$ cat src/hdl/rgb_conv3x3_zero_pad_clamp_unit_defines.svh
// Assertion macros for the 3x3 RGB convolution unit
`ifndef RGB_CONV3X3_ZERO_PAD_CLAMP_UNIT_DEFINES_SVH
`define RGB_CONV3X3_ZERO_PAD_CLAMP_UNIT_DEFINES_SVH

// same-cycle implication, sampled on clk, off while arst_n is low
`define RCC_ASSERT_NOW(lbl, ante, cons, msg) \
	lbl: assert property (@(posedge clk) disable iff (!arst_n) (ante) |-> (cons)) \
		else $error(msg);

// next-cycle implication, sampled on clk, off while arst_n is low
`define RCC_ASSERT_NEXT(lbl, ante, cons, msg) \
	lbl: assert property (@(posedge clk) disable iff (!arst_n) (ante) |=> (cons)) \
		else $error(msg);

`endif

$ cat src/hdl/rcc_pkg.sv
// Shared types, constants and defaults for the 3x3 RGB convolution unit
package rcc_pkg;

	localparam int MAX_WIDTH_DEF  = 1024;
	localparam int MAX_HEIGHT_DEF = 1024;
	localparam int COEF_FRAC_DEF  = 12;

	localparam int DIM_REG_W  = 11;
	localparam int COEF_REG_W = 48;
	localparam int CFG_IDX_W  = 3;
	localparam int WGT_W      = 16;
	localparam int CH_W       = 8;
	localparam int PROD_W     = CH_W + 1 + WGT_W;
	localparam int COL_SUM_W  = PROD_W + 2;
	localparam int ACC_W      = COL_SUM_W + 2;

	localparam logic [DIM_REG_W-1:0]  DIM_RESET       = 11'd1024;
	localparam logic [COEF_REG_W-1:0] COEF_SIDE_RESET = 48'h0;
	localparam logic [COEF_REG_W-1:0] COEF_MID_RESET  = 48'h0000_1000_0000;
	localparam logic [CH_W-1:0]       CH_MAX          = 8'd255;

	localparam logic OP_PIXEL = 1'b0;
	localparam logic OP_FLUSH = 1'b1;

	typedef enum logic [CFG_IDX_W-1:0] {
		CFG_WIDTH    = 3'd0,
		CFG_HEIGHT   = 3'd1,
		CFG_COEF_TOP = 3'd2,
		CFG_COEF_MID = 3'd3,
		CFG_COEF_BOT = 3'd4
	} cfg_reg_t;

	typedef struct packed {
		logic [CH_W-1:0] blue;
		logic [CH_W-1:0] green;
		logic [CH_W-1:0] red;
	} pixel_t;

	// one window column, index 0 is the upper row
	typedef pixel_t [2:0] col_t;

	typedef struct packed {
		logic            opcode;
		logic [CH_W-1:0] in_red;
		logic [CH_W-1:0] in_green;
		logic [CH_W-1:0] in_blue;
	} in_item_t;

	typedef struct packed {
		logic [CH_W-1:0] out_red;
		logic [CH_W-1:0] out_green;
		logic [CH_W-1:0] out_blue;
		logic            frame_end;
	} out_item_t;

	typedef struct packed {
		logic due;
		logic top_en;
		logic bot_en;
		logic left_en;
		logic right_en;
		logic last;
	} tap_ctl_t;

	typedef struct packed {
		logic shift;
		logic capture;
		logic top_en;
		logic bot_en;
		logic col_en;
	} cell_ctl_t;

endpackage

$ cat src/hdl/rcc_cell.sv
// Window column cell: holds one column, passes it left, forms its weighted column sums
module rcc_cell
	import rcc_pkg::*;
(
	input  logic                         clk,
	input  cell_ctl_t                    ctl,
	input  col_t                         col_in,
	input  logic [2:0][WGT_W-1:0]        wts,
	output col_t                         col_q,
	output logic [2:0][COL_SUM_W-1:0]    sum_s3
);

	logic [2:0][COL_SUM_W-1:0] sum_d;

	function automatic logic [CH_W-1:0] chan(pixel_t p, int ch);
		case (ch)
			0:       return p.red;
			1:       return p.green;
			default: return p.blue;
		endcase
	endfunction

	always_ff @(posedge clk) begin
		if (ctl.shift) begin
			col_q <= col_in;
		end
	end

	always_comb begin
		logic signed [COL_SUM_W-1:0] acc;
		logic signed [PROD_W-1:0]    prod;
		logic                        row_on;
		for (int ch = 0; ch < 3; ch++) begin
			acc = '0;
			for (int r = 0; r < 3; r++) begin
				case (r)
					0:       row_on = ctl.top_en;
					2:       row_on = ctl.bot_en;
					default: row_on = 1'b1;
				endcase
				// select zero outright so masked taps never carry stale data
				if (row_on && ctl.col_en) begin
					prod = $signed({1'b0, chan(col_q[r], ch)}) * $signed(wts[r]);
				end else begin
					prod = '0;
				end
				acc = acc + prod;
			end
			sum_d[ch] = acc;
		end
	end

	always_ff @(posedge clk) begin
		if (ctl.capture) begin
			sum_s3 <= sum_d;
		end
	end

endmodule

$ cat config.mk
export PLATFORM = sky130hd
export DESIGN_NAME = rcc_cell
export DESIGN_NICKNAME = d
export VERILOG_FILES = /design/src/hdl/rgb_conv3x3_zero_pad_clamp_unit_defines.svh /design/src/hdl/rcc_pkg.sv /design/src/hdl/rcc_cell.sv
export SDC_FILE = /design/constraint.sdc
export NUM_CORES = 2
export LEC_CHECK = 0
export BUFFER_PORTS_ARGS = -buffer_cell sky130_fd_sc_hd__buf_2
export CAP_MARGIN = 20
export CORE_ASPECT_RATIO = 2
export CORE_MARGIN = 10
export CORE_UTILIZATION = 49
export DETAILED_ROUTE_END_ITERATION = 10
export PLACE_DENSITY = 0.65
export SLEW_MARGIN = 20
export SYNTH_ARGS = -nofsm -noshare
export SYNTH_HDL_FRONTEND = slang
export SYNTH_SLANG_ARGS = --single-unit
$ cat constraint.sdc
create_clock -name clk -period 7.25 [get_ports clk]
set_input_delay 0.3625 -clock clk [delete_from_list [all_inputs] [get_ports clk]]
set_output_delay 0.3625 -clock clk [all_outputs]
set_load 0.03 [all_outputs]
Word level (Yosys, flattened, before mapping)
Cells that the tools add are included.
{"block": "word_totals", "register_bits": 153, "inputBits": 126, "output_inout_bits": 153}
{"block": "op_classes", "mux": 18, "n_reduce_logical": 2, "addsub": 6, "multipliers": 9}
{"cell": "multiplier 9 x 16 -> 25 bit", "count": 9}
{"cell": "2-to-1 mux 25 bit", "count": 9}
{"cell": "adder 26 x 25 -> 27 bit", "count": 3}
{"cell": "adder 25 x 25 -> 26 bit", "count": 3}
{"cell": "2-to-1 mux 8 bit", "count": 9}
{"cell": "logical AND 1 bit", "count": 2}

Longest topological paths before layout
{"block": "depth", "ltp_word": 6, "mapped_depth": 32, "ltp_nobuf": 30}

Least setup slack after synthesis
Ideal clock, no wire load.
{"block": "synth_timing", "path_type": "reg2reg", "from": "register col_q[48] (netlist name)", "to": "register sum_s3[25] (netlist name) (data pin)", "stages_incl_launch_ff": 30, "path_buffers": 2, "setup_ns": 0.263, "arrival_time_ns": 7.102, "setup_slack_ns": -0.115, "required_ns": 6.987, "cell_sequence": "edfxtp_1 -> clkbuf_1 -> nand2_1 -> fa_1 -> inv_1 -> fa_1 -> fa_1 -> inv_1 -> fa_1 -> inv_1 -> ha_1 -> a21o_1 -> or3_1 -> o21a_1 -> a221oi_1 -> o21ai_0 -> xor2_1 -> nand2_1 -> fa_1 -> inv_1 -> ha_1 -> clkbuf_1 -> nand4_1 -> or2_2 -> nor2_1 -> nand3_1 -> a21o_1 -> a21oi_1 -> nor4_1 -> nand3b_1"}
{"element": "from (decl)", "line": "rcc_cell.sv:9", "rtl": "output col_t col_q,"}
{"element": "from (signal assigned)", "line": "rcc_cell.sv:25", "rtl": "col_q <= col_in;"}
{"element": "to (signal assigned)", "line": "rcc_cell.sv:55", "rtl": "sum_s3 <= sum_d;"}
{"element": "to (decl)", "line": "rcc_cell.sv:10", "rtl": "output logic [2:0][COL_SUM_W-1:0] sum_s3"}

==> impl_metrics.toml <==
[clock_network]
cts.sinks = 153
cts_tree = "yes"
htreeDepth = 4
cts.clk_slew.worst_paths_ns = 0.07
clk_latency_ns = 0.56
cts_buffers = 17
cts_root_buf = "clkbuf_16"
cts_buffer_depth = 2

[synth]
synth_top_cell_area_share_pct = 37.8
synthTopCellsByArea = "fa_1 38%, ha_1 12%, inv_1 11%, edfxtp_1 8.7%, and2_1 7.1%"
synth-adder-area-share_pct = 50.2
synthArstFlopShare_pct = 0
ys_types = 76
postSynthCellCount = 6109
ys_seq_area_share_pct = 8.71
synth_compound_gate_area_share_pct = 7.60
synthXorXnorAreaFrac_pct = 3.54
synth.top_cells.by_count = "1565 x inv_1, 996 x fa_1, 812 x nand2_1, 599 x and2_1, 525 x ha_1"
yosys.cell_count.top_type = "inv_1"
synthMuxAreaShare_pct = 0.114
synth_top_family_by_area = "adder cells"
synth_area_um2 = 52800
syn_nets = 7756
syn_avg_cell_area_um2 = 8.64
synth_ff_type = "edfxtp_1"
synth_edf_count = 153
synth_warnings = 0
ys_ff_latch = 153
synthSimpleGateAreaFrac_pct = 17.3
yosysTopAreaCell = "fa_1"

[timing]
fin_skew_ns = 0.0186
tightest_slew_ns = 0.925
relSlewSlack_pct = 38.4
fmax_mhz = 143
slew_viol_final = 0
hold_viol = 0
fin_crit_ns = 7.00
setup_tns_ns = 0
timing.final.crit_share_pct = 96.5
setup_violations = 0
rsz0062_at_grt = "true"

[global_route]
grt_pass1_vias = 45300
grt_util_all_layers_pct = 24.2
grt_pass1_wl_um = 233000
grt_max_degree = 62
antenna_found_initial = 14
grt_overflow = 0

[placed_design]
io_buffers = 278
hpwl_um = 125000
placed_area_um2 = 57800
gp_congestion = 0.904

[critical_path]
r2r-start = "col_q[21]"
r2r_slack_ns = 0.25
worst_path_max_delay_cell = "edfxtp_1"
r2r_cells = 26
worstPathMaxFanout = 10
cpPeakStageDelay_ns = 0.57
cp_common_cell = "fa_1"
reg2reg_to = "sum_s3[79]"
arrival_ns = 7.29
start_kind = "flip-flop"
cp-end-kind = "flip-flop"
path_class = "reg2reg"
cp.required_ns = 7.55

[hold_path]
min_to = "col_q[46]"
hold_path_depth = 1
hp-start = "ctl[4]"
hp-class = "in2reg"

[layout]
final_area_um2 = 60400
nNetsFinal = 8356
area_delta_synth_final_pct = 14.5
layout-drive-gt1-share_pct = 12.8

[drt]
viasPerCell = 5.18
via_count = 42000
wl_per_cell_um = 17.9
ant_nets = 0
first_iter_violations = 1955
routed_wl_um = 145000
drtPass1Iterations = 5
drc = 0

[floorplan]
ios = 279
initial_core_util_pct = 49.2
placementRows = 170
fp.dieW_um = 252
dieArea_um2 = 122000
die_h_um = 484
coreArea_um2 = 107000

[run]
drv_cap = 0

[status]
status = "finished, final reports clean"
worst max-delay path by stage:
stage          cells after the start  slack [ns]         end      start
6_report                          26        0.25  sum_s3[79]  col_q[21]
5_1_grt                           30       -0.13  sum_s3[25]   col_q[0]
4_1_cts                           27        0.02  sum_s3[23]  col_q[25]
3_5_place_dp                      28       -0.18  sum_s3[53]    wts[35]
3_3_place_gp                      29       -0.05  sum_s3[23]    wts[26]
2_1_floorplan                     28        0.05  sum_s3[25]  col_q[48]
sequential cells by signal, indices dropped and copies added (netlist names):
name    flops
col_q      72
sum_s3     81
kinds of logic (layout without fill, tap and decap cells):
family / count (synthesis) / after routing
buffers and inverters: 1762 / 2374
flip-flops: 153 / 153
AO/OA/AOI/OAI: 611 / 611
adder cells (fa/ha/maj): 1521 / 1521
other: 0 / 5
AND/OR/NAND/NOR: 1843 / 1843
XOR/XNOR: 213 / 213
multiplexers: 6 / 6
metrics by stage:
stage	std cells	hold slack [ns]	worst slack (ns)	utilization, %
after floorplan	6109	0.461	0.0466	-
after global placement	7909	0.538	-0.0527	54.0
after detailed placement	7909	0.541	-0.177	54.0
after CTS	8017	0.197	0.0202	55.2
after global routing	8098	0.220	-0.129	56.4
final	8102	0.226	0.255	56.4
routing by layer:
| layer | up-vias | track usage [%] | part of all wire (%) |
|---|---|---|---|
| li1 | 19600 | - | - |
| met1 | 21100 | 27.9 | 39 |
| met2 | 933 | 43.8 | 52 |
| met3 | 264 | 3.32 | 4.2 |
| met4 | 18 | 10.9 | 4.7 |
| met5 | - | 0 | 0.070 |
cells in the final DEF (no fill, tap or decap), drive strengths merged, types with 11 or more instances in the layout:
cell type	instances
a211o	20
nor2	120
nand4	13
a21oi	191
and3	34
o211ai	18
buf	705
nand2	812
xnor2	161
nor2b	28
a21o	73
or3	26
or2	11
nand2b	48
fa	996
nor3	44
o21bai	18
inv	1569
edfxtp	153
a31oi	19
o21a	34
nand3	65
a211oi	32
xor2	52
o21ai	115
and2	599
ha	525
dlygate4sd3	72
nand3b	18
o31ai	20
clkbuf	18
cell type report:
| cell class | count | area (um2) |
|---|---|---|
| Antenna cell | 5 | 12.5 |
| Fill cell | 9932 | 46800 |
| Inverter | 1565 | 5870 |
| Clock buffer | 17 | 425 |
| Clock inverter | 14 | 173 |
| Tap cell | 1376 | 1720 |
| Sequential cell | 153 | 4590 |
| Timing Repair Buffer | 778 | 5550 |
| Multi-Input combinational cell | 4194 | 42100 |
critical path: cells and delay by family (launching register included):
family / cells / cell delay [ns]
AOI/OAI and AO/OA: 8 / 1.41
xor gates and xnor gates: 2 / 0.24
and+or+nand+nor: 6 / 1.37
buffers and inverters: 3 / 0.14
DFF: 1 / 0.57
adders and majority gates: 7 / 3.02
timing repair:
action                                 4_1_cts  5_1_grt
endpoints found under the hold margin       72        0
gates resized for setup                      0      139
pin swaps                                    0       48
setup endpoints to repair                    4       30
buffers inserted                             5       80
hold buffers                                72        0
gates cloned                                 0        0
Power is not shown: default switching activity piles up to over one toggle a cycle in this logic, so the estimate is an artifact.
